[src/rtl/core/utrd_pkg.sv]
`default_nettype none

package utrd_pkg;

  // default width of the value path
  localparam int unsigned DEF_VALUE_WIDTH = 64;
  // width of the value field on the ports
  localparam int unsigned IN_VALUE_W      = 64;
  localparam int unsigned BASE_W          = 5;
  localparam int unsigned CHAR_W          = 7;
  localparam int unsigned DIGIT_W         = 4;
  localparam int unsigned SHIFT_W         = 3;

  // dividend bits retired per divider cycle
  localparam int unsigned DIV_BITS        = 8;
  // items held between front and back
  localparam int unsigned QUEUE_DEPTH     = 2;

  localparam logic [BASE_W-1:0] MIN_BASE  = 5'd2;
  localparam logic [BASE_W-1:0] MAX_BASE  = 5'd16;

  localparam logic [CHAR_W-1:0] CH_ZERO    = 7'd48;
  localparam logic [CHAR_W-1:0] CH_UPPER_A = 7'd65;

  // how the back end extracts digits
  typedef enum logic {
    KIND_POW2,
    KIND_DIV
  } kind_e;

  typedef enum logic [1:0] {
    ST_IDLE,
    ST_DIV,
    ST_EMIT
  } state_e;

  // classification of one item, as handed from front to back
  typedef struct packed {
    kind_e               kind;
    logic [BASE_W-1:0]   base;
    logic [SHIFT_W-1:0]  shift;
  } cls_t;

  // digit value to upper-case ASCII
  function automatic logic [CHAR_W-1:0] digit_ascii(input logic [DIGIT_W-1:0] d);
    logic [CHAR_W-1:0] c;
    if (d < 4'd10) begin
      c = CH_ZERO + CHAR_W'(d);
    end else begin
      c = CH_UPPER_A + CHAR_W'(d - 4'd10);
    end
    return c;
  endfunction

endpackage

`default_nettype wire

[src/rtl/core/utrd_front.sv]
`default_nettype none

module utrd_front #(
  parameter int unsigned VALUE_WIDTH = utrd_pkg::DEF_VALUE_WIDTH
) (
  input  wire logic                                  start_i,
  input  wire logic [utrd_pkg::IN_VALUE_W-1:0]       value_i,
  input  wire logic [utrd_pkg::BASE_W-1:0]           base_i,
  input  wire logic                                  full_i,
  output logic                                       push_o,
  output logic [VALUE_WIDTH-1:0]                     value_o,
  output utrd_pkg::cls_t                             cls_o
);

  logic [utrd_pkg::BASE_W-1:0] base_clamped;
  logic                        is_pow2;

  // accept whenever the queue has room
  assign push_o  = start_i & ~full_i;
  assign value_o = value_i[VALUE_WIDTH-1:0];

  // clamp the base into 2..16
  always_comb begin
    if (base_i < utrd_pkg::MIN_BASE) begin
      base_clamped = utrd_pkg::MIN_BASE;
    end else if (base_i > utrd_pkg::MAX_BASE) begin
      base_clamped = utrd_pkg::MAX_BASE;
    end else begin
      base_clamped = base_i;
    end
  end

  // power-of-two bases go through the shifter, the rest through the divider
  assign is_pow2 = ((base_clamped & (base_clamped - 5'd1)) == '0);

  always_comb begin
    cls_o.base = base_clamped;
    cls_o.kind = is_pow2 ? utrd_pkg::KIND_POW2 : utrd_pkg::KIND_DIV;
    case (base_clamped)
      5'd2:    cls_o.shift = 3'd1;
      5'd4:    cls_o.shift = 3'd2;
      5'd8:    cls_o.shift = 3'd3;
      5'd16:   cls_o.shift = 3'd4;
      default: cls_o.shift = 3'd0;
    endcase
  end

endmodule

`default_nettype wire

[src/rtl/core/utrd_queue.sv]
`default_nettype none

module utrd_queue #(
  parameter int unsigned DW    = 8,
  parameter int unsigned DEPTH = utrd_pkg::QUEUE_DEPTH
) (
  input  wire logic          clk_i,
  input  wire logic          rst_ni,
  input  wire logic          push_i,
  input  wire logic [DW-1:0] data_i,
  input  wire logic          pop_i,
  output logic [DW-1:0]      data_o,
  output logic               full_o,
  output logic               empty_o
);

  localparam int unsigned PW = (DEPTH > 1) ? $clog2(DEPTH) : 1;
  localparam int unsigned CW = $clog2(DEPTH + 1);

  logic [DW-1:0] entry_q [DEPTH];
  logic [PW-1:0] wr_ptr_q, wr_ptr_d;
  logic [PW-1:0] rd_ptr_q, rd_ptr_d;
  logic [CW-1:0] count_q,  count_d;
  logic          do_push, do_pop;

  assign full_o  = (count_q == CW'(DEPTH));
  assign empty_o = (count_q == '0);
  assign do_push = push_i & ~full_o;
  assign do_pop  = pop_i & ~empty_o;
  assign data_o  = entry_q[rd_ptr_q];

  // pointer and fill count update
  always_comb begin
    wr_ptr_d = wr_ptr_q;
    rd_ptr_d = rd_ptr_q;
    count_d  = count_q;
    if (do_push) begin
      wr_ptr_d = (wr_ptr_q == PW'(DEPTH - 1)) ? '0 : wr_ptr_q + 1'b1;
    end
    if (do_pop) begin
      rd_ptr_d = (rd_ptr_q == PW'(DEPTH - 1)) ? '0 : rd_ptr_q + 1'b1;
    end
    if (do_push && !do_pop) begin
      count_d = count_q + 1'b1;
    end else if (do_pop && !do_push) begin
      count_d = count_q - 1'b1;
    end
  end

  always_ff @(posedge clk_i or negedge rst_ni) begin
    if (!rst_ni) begin
      wr_ptr_q <= '0;
      rd_ptr_q <= '0;
      count_q  <= '0;
    end else begin
      wr_ptr_q <= wr_ptr_d;
      rd_ptr_q <= rd_ptr_d;
      count_q  <= count_d;
    end
  end

  // entry storage, no reset
  always_ff @(posedge clk_i) begin
    if (do_push) begin
      entry_q[wr_ptr_q] <= data_i;
    end
  end

endmodule

`default_nettype wire

[src/rtl/core/utrd_back.sv]
`default_nettype none

module utrd_back #(
  parameter int unsigned VALUE_WIDTH = utrd_pkg::DEF_VALUE_WIDTH
) (
  input  wire logic                             clk_i,
  input  wire logic                             rst_ni,
  input  wire logic                             empty_i,
  input  wire logic [VALUE_WIDTH-1:0]           value_i,
  input  wire utrd_pkg::cls_t                   cls_i,
  output logic                                  pop_o,
  output logic                                  valid_o,
  output logic [utrd_pkg::CHAR_W-1:0]           digit_char_o,
  output logic                                  last_o
);

  localparam int unsigned SB    = utrd_pkg::DIV_BITS;
  localparam int unsigned NSTEP = (VALUE_WIDTH + SB - 1) / SB;
  localparam int unsigned WW    = NSTEP * SB;
  localparam int unsigned SC_W  = (NSTEP > 1) ? $clog2(NSTEP) : 1;
  localparam int unsigned AW    = $clog2(VALUE_WIDTH);
  localparam int unsigned CW    = $clog2(VALUE_WIDTH + 1);
  localparam int unsigned DW    = utrd_pkg::DIGIT_W;
  localparam int unsigned BW    = utrd_pkg::BASE_W;

  utrd_pkg::state_e state_q, state_d;

  logic [WW-1:0]                    work_q;
  logic [DW-1:0]                    rem_q;
  logic [SC_W-1:0]                  step_q;
  logic [CW-1:0]                    cnt_q;
  utrd_pkg::kind_e                  kind_q;
  logic [BW-1:0]                    base_q;
  logic [utrd_pkg::SHIFT_W-1:0]     shift_q;
  logic [AW-1:0]                    rd_idx_q;
  logic [DW-1:0]                    rd_data_q;
  logic                             out_valid_q;
  logic                             out_last_q;

  // digit store, least significant digit at address zero
  logic [DW-1:0]                    digit_mem [VALUE_WIDTH];

  logic [WW-1:0]                    div_work;
  logic [DW-1:0]                    div_rem;
  logic [WW-1:0]                    pow_work;
  logic [DW-1:0]                    pow_digit;
  logic [WW-1:0]                    next_work;
  logic                             digit_done;
  logic                             stop;
  logic                             wr_en;
  logic [DW-1:0]                    wr_data;
  logic                             rd_en;
  logic                             rd_last;

  // one divider cycle: SB restoring steps on a remainder below the base
  always_comb begin
    logic [WW-1:0] w;
    logic [DW-1:0] r;
    logic [BW-1:0] t;
    w = work_q;
    r = rem_q;
    for (int i = 0; i < SB; i++) begin
      t = {r, w[WW-1]};
      w = {w[WW-2:0], 1'b0};
      if (t >= base_q) begin
        t    = t - base_q;
        w[0] = 1'b1;
      end
      r = t[DW-1:0];
    end
    div_work = w;
    div_rem  = r;
  end

  // power-of-two base: mask off the digit, shift it out
  assign pow_digit = work_q[DW-1:0] & (base_q[DW-1:0] - 4'd1);
  assign pow_work  = work_q >> shift_q;

  assign next_work = (kind_q == utrd_pkg::KIND_POW2) ? pow_work : div_work;
  assign stop      = digit_done &&
                     ((next_work == '0) || (cnt_q == CW'(VALUE_WIDTH - 1)));

  // control outputs
  always_comb begin
    pop_o      = 1'b0;
    digit_done = 1'b0;
    wr_en      = 1'b0;
    wr_data    = div_rem;
    rd_en      = 1'b0;
    rd_last    = (rd_idx_q == '0);
    case (state_q)
      utrd_pkg::ST_IDLE: begin
        pop_o = ~empty_i;
      end
      utrd_pkg::ST_DIV: begin
        if (kind_q == utrd_pkg::KIND_POW2) begin
          digit_done = 1'b1;
          wr_data    = pow_digit;
        end else begin
          digit_done = (step_q == SC_W'(NSTEP - 1));
        end
        wr_en = digit_done;
      end
      utrd_pkg::ST_EMIT: begin
        rd_en = 1'b1;
      end
      default: begin
      end
    endcase
  end

  // next state
  always_comb begin
    state_d = state_q;
    case (state_q)
      utrd_pkg::ST_IDLE: if (!empty_i) state_d = utrd_pkg::ST_DIV;
      utrd_pkg::ST_DIV:  if (stop)     state_d = utrd_pkg::ST_EMIT;
      utrd_pkg::ST_EMIT: if (rd_last)  state_d = utrd_pkg::ST_IDLE;
      default:                         state_d = utrd_pkg::ST_IDLE;
    endcase
  end

  // control registers
  always_ff @(posedge clk_i or negedge rst_ni) begin
    if (!rst_ni) begin
      state_q     <= utrd_pkg::ST_IDLE;
      out_valid_q <= 1'b0;
      step_q      <= '0;
      cnt_q       <= '0;
    end else begin
      state_q     <= state_d;
      out_valid_q <= rd_en;
      if (pop_o) begin
        step_q <= '0;
        cnt_q  <= '0;
      end else if (state_q == utrd_pkg::ST_DIV) begin
        if (digit_done) begin
          step_q <= '0;
          cnt_q  <= cnt_q + 1'b1;
        end else begin
          step_q <= step_q + 1'b1;
        end
      end
    end
  end

  // datapath registers
  always_ff @(posedge clk_i) begin
    if (pop_o) begin
      work_q  <= WW'(value_i);
      rem_q   <= '0;
      kind_q  <= cls_i.kind;
      base_q  <= cls_i.base;
      shift_q <= cls_i.shift;
    end else if (state_q == utrd_pkg::ST_DIV) begin
      work_q <= next_work;
      rem_q  <= digit_done ? '0 : div_rem;
    end
    // emission walks from the most significant digit down
    if (stop) begin
      rd_idx_q <= cnt_q[AW-1:0];
    end else if (rd_en) begin
      rd_idx_q <= rd_idx_q - 1'b1;
    end
    out_last_q <= rd_last;
  end

  // digit memory: one write port, one registered read port
  always_ff @(posedge clk_i) begin
    if (wr_en) begin
      digit_mem[cnt_q[AW-1:0]] <= wr_data;
    end
    if (rd_en) begin
      rd_data_q <= digit_mem[rd_idx_q];
    end
  end

  assign valid_o      = out_valid_q;
  assign last_o       = out_valid_q & out_last_q;
  assign digit_char_o = utrd_pkg::digit_ascii(rd_data_q);

endmodule

`default_nettype wire

[src/rtl/core/unsigned_to_radix_digits.sv]
// Converts an unsigned value of VALUE_WIDTH bits into its digits in a base
// from 2 to 16 (lower bases count as 2, higher as 16) and sends them out most
// significant first as upper-case ASCII, one digit per cycle on valid_o,
// with last_o on the final digit; zero gives the single digit '0'. An item
// is taken when start is high and busy low; two items can wait while
// one is converted, and busy is high only while that queue is full. The
// results cannot be held off: each digit is shown for exactly one cycle.
// Per item, power-of-two bases take one shift per digit, then one memory
// read per digit; other bases run the divider, which retires 8 dividend
// bits per cycle, for each digit, and then read the digits back through
// the single read port of the digit memory.
`default_nettype none

module unsigned_to_radix_digits #(
  parameter int unsigned VALUE_WIDTH = utrd_pkg::DEF_VALUE_WIDTH
) (
  input  wire logic                              clk_i,
  input  wire logic                              rst_ni,
  input  wire logic                              start,
  output logic                                   busy,
  input  wire logic [utrd_pkg::IN_VALUE_W-1:0]   value_i,
  input  wire logic [utrd_pkg::BASE_W-1:0]       base_i,
  output logic                                   valid_o,
  output logic [utrd_pkg::CHAR_W-1:0]            digit_char_o,
  output logic                                   last_o
);

  localparam int unsigned QW = VALUE_WIDTH + $bits(utrd_pkg::cls_t);

  logic                   push, pop, full, empty;
  logic [VALUE_WIDTH-1:0] front_value;
  utrd_pkg::cls_t         front_cls;
  logic [QW-1:0]          q_data;
  utrd_pkg::cls_t         back_cls;

  utrd_front #(
    .VALUE_WIDTH (VALUE_WIDTH)
  ) u_front (
    .start_i (start),
    .value_i (value_i),
    .base_i  (base_i),
    .full_i  (full),
    .push_o  (push),
    .value_o (front_value),
    .cls_o   (front_cls)
  );

  utrd_queue #(
    .DW    (QW),
    .DEPTH (utrd_pkg::QUEUE_DEPTH)
  ) u_queue (
    .clk_i   (clk_i),
    .rst_ni  (rst_ni),
    .push_i  (push),
    .data_i  ({front_cls, front_value}),
    .pop_i   (pop),
    .data_o  (q_data),
    .full_o  (full),
    .empty_o (empty)
  );

  assign back_cls = q_data[QW-1:VALUE_WIDTH];

  utrd_back #(
    .VALUE_WIDTH (VALUE_WIDTH)
  ) u_back (
    .clk_i        (clk_i),
    .rst_ni       (rst_ni),
    .empty_i      (empty),
    .value_i      (q_data[VALUE_WIDTH-1:0]),
    .cls_i        (back_cls),
    .pop_o        (pop),
    .valid_o      (valid_o),
    .digit_char_o (digit_char_o),
    .last_o       (last_o)
  );

  assign busy = full;

endmodule

`default_nettype wire

[config.mk]
export PLATFORM = sky130hd
export DESIGN_NAME = unsigned_to_radix_digits
export DESIGN_NICKNAME = d
export VERILOG_FILES = /design/src/rtl/core/utrd_pkg.sv /design/src/rtl/core/utrd_front.sv /design/src/rtl/core/utrd_queue.sv /design/src/rtl/core/utrd_back.sv /design/src/rtl/core/unsigned_to_radix_digits.sv
export SDC_FILE = /design/constraint.sdc
export NUM_CORES = 1
export LEC_CHECK = 0
export BUFFER_PORTS_ARGS = -buffer_cell sky130_fd_sc_hd__buf_2
export CAP_MARGIN = 20
export CORE_ASPECT_RATIO = 1.25
export CORE_MARGIN = 5
export CORE_UTILIZATION = 63
export CTS_CLUSTER_DIAMETER = 80
export DETAILED_ROUTE_END_ITERATION = 10
export MAX_ROUTING_LAYER = met4
export PLACE_DENSITY = 0.81
export SYNTH_ARGS = -nofsm -noshare
export SYNTH_HDL_FRONTEND = slang
export SYNTH_HIERARCHICAL = 1
export SYNTH_SLANG_ARGS = --single-unit
export TNS_END_PERCENT = 10
[constraint.sdc]
create_clock -name clk_i -period 15.6 [get_ports clk_i]
set_clock_uncertainty 0.05 [all_clocks]
set_input_delay 2.34 -clock clk_i [delete_from_list [all_inputs] [get_ports clk_i]]
set_output_delay 2.34 -clock clk_i [all_outputs]
set_load 0.02 [all_outputs]
# After elaboration in Yosys (flattened, before gate mapping)
# Memory sizes are Yosys's and may differ from the RTL's. A register that Yosys moved wholly into a read port is not among the register bits.
# Index checks and enable logic that the tools add are counted.
[op_classes]
reduce_logical = 17
add_sub_neg = 20
bitwise_logic = 8
muxes = 51
shift = 1
n_eq_ne = 12
magnitude_cmp = 11
[ops]
columns = ["op", "count"]
rows = [
  ["two-way mux 64 bit", 3],
  ["zero test 64 bit", 1],
  [">> shifter 64 x 3 -> 64 bit", 1],
  ["two-way mux 4 bit", 11],
  [">= comparator 5 bit", 8],
  ["subtractor 4 bit", 8],
  ["two-way mux 7 bit", 4],
  ["two-way mux 1 bit", 19],
  ["two-way mux 6 bit", 2],
  ["case mux 3 bit (4 select lines)", 1],
  ["two-way mux 2 bit", 5],
  ["two-way mux 5 bit", 2],
  ["two-way mux 3 bit", 3],
  ["nonzero test 2 bit", 4],
  ["adder 6 x 4 -> 7 bit, first input constant", 1],
  ["adder 7 x 1 -> 7 bit, second input constant", 1],
  ["adder 7 bit, first input constant", 1],
  ["== test 7 x 6 -> 1 bit, second input constant", 1],
  ["zero test 6 bit", 1],
  ["case mux 2 bit (3 select lines)", 1],
  ["subtractor 6 x 1 -> 6 bit, second input constant", 1],
  ["bitwise AND 5 bit", 1],
  ["== test 5 x 2 -> 1 bit, second input constant", 1],
  ["== test 5 x 3 -> 1 bit, second input constant", 1],
  ["27 further kinds", 38],
]
[word_totals]
mem_count = 2
elab_cells = 136
in_bits = 72
ff_bits = 101
mem_bits_rw = 402
[mem_list]
columns = ["memory", "words", "width", "rd", "rd_clocked_by_memory_dff", "write_ports", "line", "source"]
rows = [
  ["u_back.digit_mem", 64, 4, 1, 1, 1, "utrd_back.sv:41", "logic [DW-1:0] digit_mem [VALUE_WIDTH];"],
  ["u_queue.entry_q", 2, 73, 1, 0, 1, "utrd_queue.sv:20", "logic [DW-1:0] entry_q [DEPTH];"],
]

# Longest topological paths before layout
[depth]
depth_word = 22
depth_mapped = 57
ltp_nobuf = 54

# Modules after synthesis
# The synthesis kept the hierarchy.
[modules_own_cells]
columns = ["module", "cells_per_inst", "seq_area_each_um2", "area_each_um2", "instances"]
rows = [
  ["utrd_back", 1381, 10605.2, 19555.0, 1],
  ["utrd_queue", 246, 4484.3, 5711.7, 1],
  ["utrd_front", 82, 0.0, 621.8, 1],
]

# Worst setup path after synthesis
# OpenSTA, ideal clock, no wires.
[synth_path]
path_kind = "reg2reg"
startpoint = "register u_back.base_q[1]"
endpoint = "memory u_back/digit_mem[0][2] in the netlist's numbering, data pin"
t_required_ns = 14.848
path_buffers = 3
stages_incl_launch_ff = 53
slack_ns = 1.368
setup_time_ns = 0.702
arrival_time_ns = 13.480
path_cell_list = "edfxtp_1 -> inv_1 -> ha_1 -> a21o_1 -> a21o_1 -> a211o_1 -> clkbuf_1 -> mux2_2 -> ha_1 -> a21o_1 -> a21o_1 -> a211o_1 -> clkbuf_1 -> mux2i_1 -> inv_1 -> ha_1 -> nand4_1 -> a21oi_1 -> [17 not listed] -> a31oi_1 -> nand2_1 -> mux2_2 -> inv_1 -> ha_1 -> a21o_1 -> a21o_1 -> a21o_1 -> a21oi_1 -> mux2i_1 -> ha_1 -> a21o_1 -> a21o_1 -> a21o_1 -> a21o_1 -> nand2_1 -> o21ai_0 -> o21ai_0"
[synth_via]
elab_chain_len = 18
word_cells_on_any_way = 28
[synth_lines]
columns = ["item", "line", "source"]
rows = [
  ["from (decl)", "utrd_back.sv:33", "logic [BW-1:0] base_q;"],
  ["from (signal assigned)", "utrd_back.sv:153", "base_q <= cls_i.base;"],
  ["subtractor 4 bit or >= comparator 5 bit (tied branches)", "utrd_back.sv:66, utrd_back.sv:65", ""],
  ["two-way mux 4 bit", "utrd_back.sv:65", "if (t >= base_q) begin"],
  ["subtractor 4 bit or >= comparator 5 bit (tied branches)", "utrd_back.sv:66, utrd_back.sv:65", ""],
  ["two-way mux 4 bit", "utrd_back.sv:65", ""],
  ["subtractor 4 bit or >= comparator 5 bit (tied branches)", "utrd_back.sv:66, utrd_back.sv:65", ""],
  ["two-way mux 4 bit", "utrd_back.sv:65", ""],
  [">= comparator 5 bit or subtractor 4 bit (tied branches)", "utrd_back.sv:65, utrd_back.sv:66", ""],
  ["two-way mux 4 bit", "utrd_back.sv:65", ""],
  ["[3 not listed]", "--", ""],
  ["two-way mux 4 bit", "utrd_back.sv:65", ""],
  [">= comparator 5 bit or subtractor 4 bit (tied branches)", "utrd_back.sv:65, utrd_back.sv:66", ""],
  ["two-way mux 4 bit", "utrd_back.sv:65", ""],
  ["subtractor 4 bit or >= comparator 5 bit (tied branches)", "utrd_back.sv:66, utrd_back.sv:65", ""],
  ["two-way mux 4 bit", "utrd_back.sv:65", ""],
  ["two-way mux 4 bit", "utrd_back.sv:96", "if (kind_q == utrd_pkg::KIND_POW2) begin"],
  ["two-way mux 4 bit *", "utrd_back.sv:91", "case (state_q)"],
  ["net u_back.wr_data[2]", "utrd_back.sv:51", "logic [DW-1:0] wr_data;"],
  ["to (decl)", "utrd_back.sv:41", ""],
]
# The timed path passes the listed nets; every way through them passes the cells marked *.

# Final worst setup path
[layout_path]
startpoint = "register u_back.base_q[1]"
endpoint = "memory u_back/digit_mem[58][2] in the netlist's numbering, data pin"
# The elaborated chain is that of the path after synthesis.

==> results.json <==
{
  "status": "complete, no violations",
  "core_area_um2": 40920,
  "area_delta_synth_final_pct": 7.438,
  "layout_commonest_cell": "edfxtp_1",
  "synth_xor_area_frac": 0.01218,
  "yosys_warnings": 6,
  "postRouteAntennaNets": 0,
  "die_x_um": 191.3,
  "ctsHoldBuffers": 0,
  "finalSetupTns_ns": 0,
  "drv_slew": 0,
  "critical_path.slowest_cell": "edfxtp_1",
  "p_per_area_nw_per_um2": 104.4,
  "cts_resized": 0,
  "reg2reg_slack_ns": 1.95,
  "clk_path_buf_depth": 3,
  "synth_area_per_cell_um2": 15.15,
  "tritoncts": "done",
  "dp_cells": 2200,
  "crit_arrival_ns": 13.89,
  "ys_seq_elements": 507,
  "crit_path_end_kind": "flip-flop",
  "io_pins": 82,
  "final_nets": 1830,
  "syn-num-nets": 1840,
  "fin_cells": 2291,
  "num_vias": 15030,
  "crit_required_ns": 15.85,
  "drt_pass1_iterations": 6,
  "cp_common_cell": "a21o_1",
  "ir_drop_uv": 135.4,
  "path_class": "flip-flop to flip-flop",
  "cts.sinks": 507,
  "drc_errors": 0,
  "initial_core_util": 0.6327,
  "synth_edf_count": 485,
  "cp-start-kind": "flip-flop",
  "num_rows": 83,
  "grt_pass1_wl_um": 93210,
  "post-route-min-period_ns": 13.65,
  "synth_top_family_by_area": "multiplexers",
  "path_max_fanout": 52,
  "hold_class": "flip-flop to flip-flop",
  "insertion_delay_ns": 0.58,
  "max_stage_delay_ns": 0.67,
  "timing.final.ws_setup_ns": 1.954,
  "post-route-period-util": 0.8747,
  "netlist_area_um2": 25890,
  "setup_viol": 0,
  "ys_async_sr_fraction": 0.03353,
  "dp_hpwl_um": 39960,
  "cts_setup_buffers": 0,
  "yosys.area_share.adder": 0.03127,
  "preCtsSetupSlack_ns": 2.223,
  "first_global_vias": 15630,
  "synth-compound-area-share": 0.05263,
  "max-cap-violations": 0,
  "synth_cells": 1709,
  "routed_via_density": 6.562,
  "dieArea_um2": 45270,
  "yosys.area_share.simple": 0.05988,
  "synth-main-ff-cell": "edfxtp_1",
  "gp_congestion": 0.9330,
  "die_y_um": 236.6,
  "final_cell_mix": "485 x edfxtp_1, 138 x mux4_2, 128 x nand2_1",
  "portBuffers": 81,
  "synth_mux_area_frac": 0.2162,
  "max_freq_ghz": 0.07328,
  "filler_cell_count": 2716,
  "hold_viol_final": 0,
  "drive_above_1_share": 0.2705,
  "overflow": 0,
  "first_iter_violations": 1681,
  "wl_per_cell_um": 26.32,
  "cts-root-buf": "clkbuf_16",
  "rsz0062_at_grt": "no",
  "antenna_found_initial": 4,
  "cts.reportedPaths.clkPinSlew_ns": 0.06,
  "slew-limit-headroom": 0.3154,
  "routed_wl_um": 60290,
  "leakage_nw": 9.865,
  "htreeDepth": 2,
  "synth_cell_types": 76,
  "synth_seq_area_share": 0.5829,
  "cts_made_buffers": 48,
  "worst_pin_slew_ns": 1.027,
  "grt_max_degree": 93,
  "grt_use_total": 0.2772
}
==> worst paths after layout <==
path / from / to / depth (start not counted)
max in group asynchronous: rst_ni / u_queue/rd_ptr_q / 1
setup / recovery: u_back/base_q[1] / u_back/digit_mem[58][2] / 50
min in group asynchronous: rst_ni / u_queue/count_q[1] / 1
setup reg to reg: u_back/base_q[1] / u_back/digit_mem[58][2] / 50
hold reg to reg: u_back/rem_q[3] / u_back/rem_q[3] / 2
hold / removal: u_back/rem_q[3] / u_back/rem_q[3] / 2
==> worst max-delay path: cells and delay by family (launching register included) <==
family                     cells  cell delay [ns]
AOI/OAI and AO/OA             29             6.83
adders and majority gates      8             2.33
muxes                          4             1.43
buffers and inverters          6             1.27
and+or+nand+nor                3             0.78
DFF                            1             0.67
==> through the flow <==
step	hold slack [ns]	cell area, µm²	util	total power, mW
finish	0.4543	27810	0.6798	2.903
CTS	0.4582	27770	0.6788	2.922
floorplan	0.3815	25890	-	1.748
global route	0.4844	27810	0.6797	2.996
detailed placement	0.4484	26240	0.6412	1.787
global placement	0.4425	26240	0.6412	1.777
==> power by group <==
group          switching (mW)  internal, mW  total (mW)
clock                   0.498         0.650        1.15
sequential             0.0243          1.58        1.61
combinational          0.0868        0.0605       0.147
total                   0.609          2.29        2.90
==> kinds of logic after synthesis <==
kind of cell             after synthesis
buffers and inverters                212
flip-flops                           507
AO/OA/AOI/OAI                        211
multiplexers                         339
XOR/XNOR                              36
AND/OR/NAND/NOR                      344
adder cells (fa/ha/maj)               60
==> registers in the layout, summed over array words and instances, names as in the netlist, 3 cells and up <==
name	cells
u_back/digit_mem	256
u_queue/entry_q	146
u_back/work_q	64
u_back/cnt_q	7
u_back/rd_idx_q	6
u_back/base_q	5
u_back/rd_data_q	4
u_back/rem_q	4
u_back/shift_q	3
u_back/step_q	3
==> routing by layer <==
| layer | GRT usage | routed length, µm | vias to the layer above |
|---|---|---|---|
| met3 | 0.03952 | 4340 | 175 |
| met4 | 0.1113 | 2904 | 0 |
| met5 | - | 0 | - |
| met2 | 0.4765 | 32130 | 716 |
| met1 | 0.3317 | 20920 | 7575 |
| li1 | - | - | 6567 |
==> synthesized netlist by cell type (22+ instances only) <==
library cell	n	share of area
a21oi_1	38	0.0073
buf_4	69	0.020
clkbuf_1	55	0.0080
edfxtp_1	485	0.56
ha_1	51	0.025
inv_1	46	0.0067
mux2_2	73	0.032
mux2_4	60	0.035
mux2i_1	59	0.023
mux4_2	138	0.12
nand2_1	128	0.019
nor2_1	123	0.018
o21ai_0	72	0.014
xnor2_1	22	0.0074
==> cell type report <==
type | instances | area [µm²] | area share
inverter | 47 | 177.7 | 0.006388
tap | 552 | 690.7 | 0.02483
clock inverter | 30 | 311.5 | 0.01120
timing repair buffer | 105 | 605.6 | 0.02177
sequential | 507 | 15090 | 0.5426
multi-input combinational | 990 | 9696 | 0.3486
antenna | 5 | 12.51 | 0.0004498
clock buffer | 55 | 1227 | 0.04413
(Power assumes the default switching activity.)
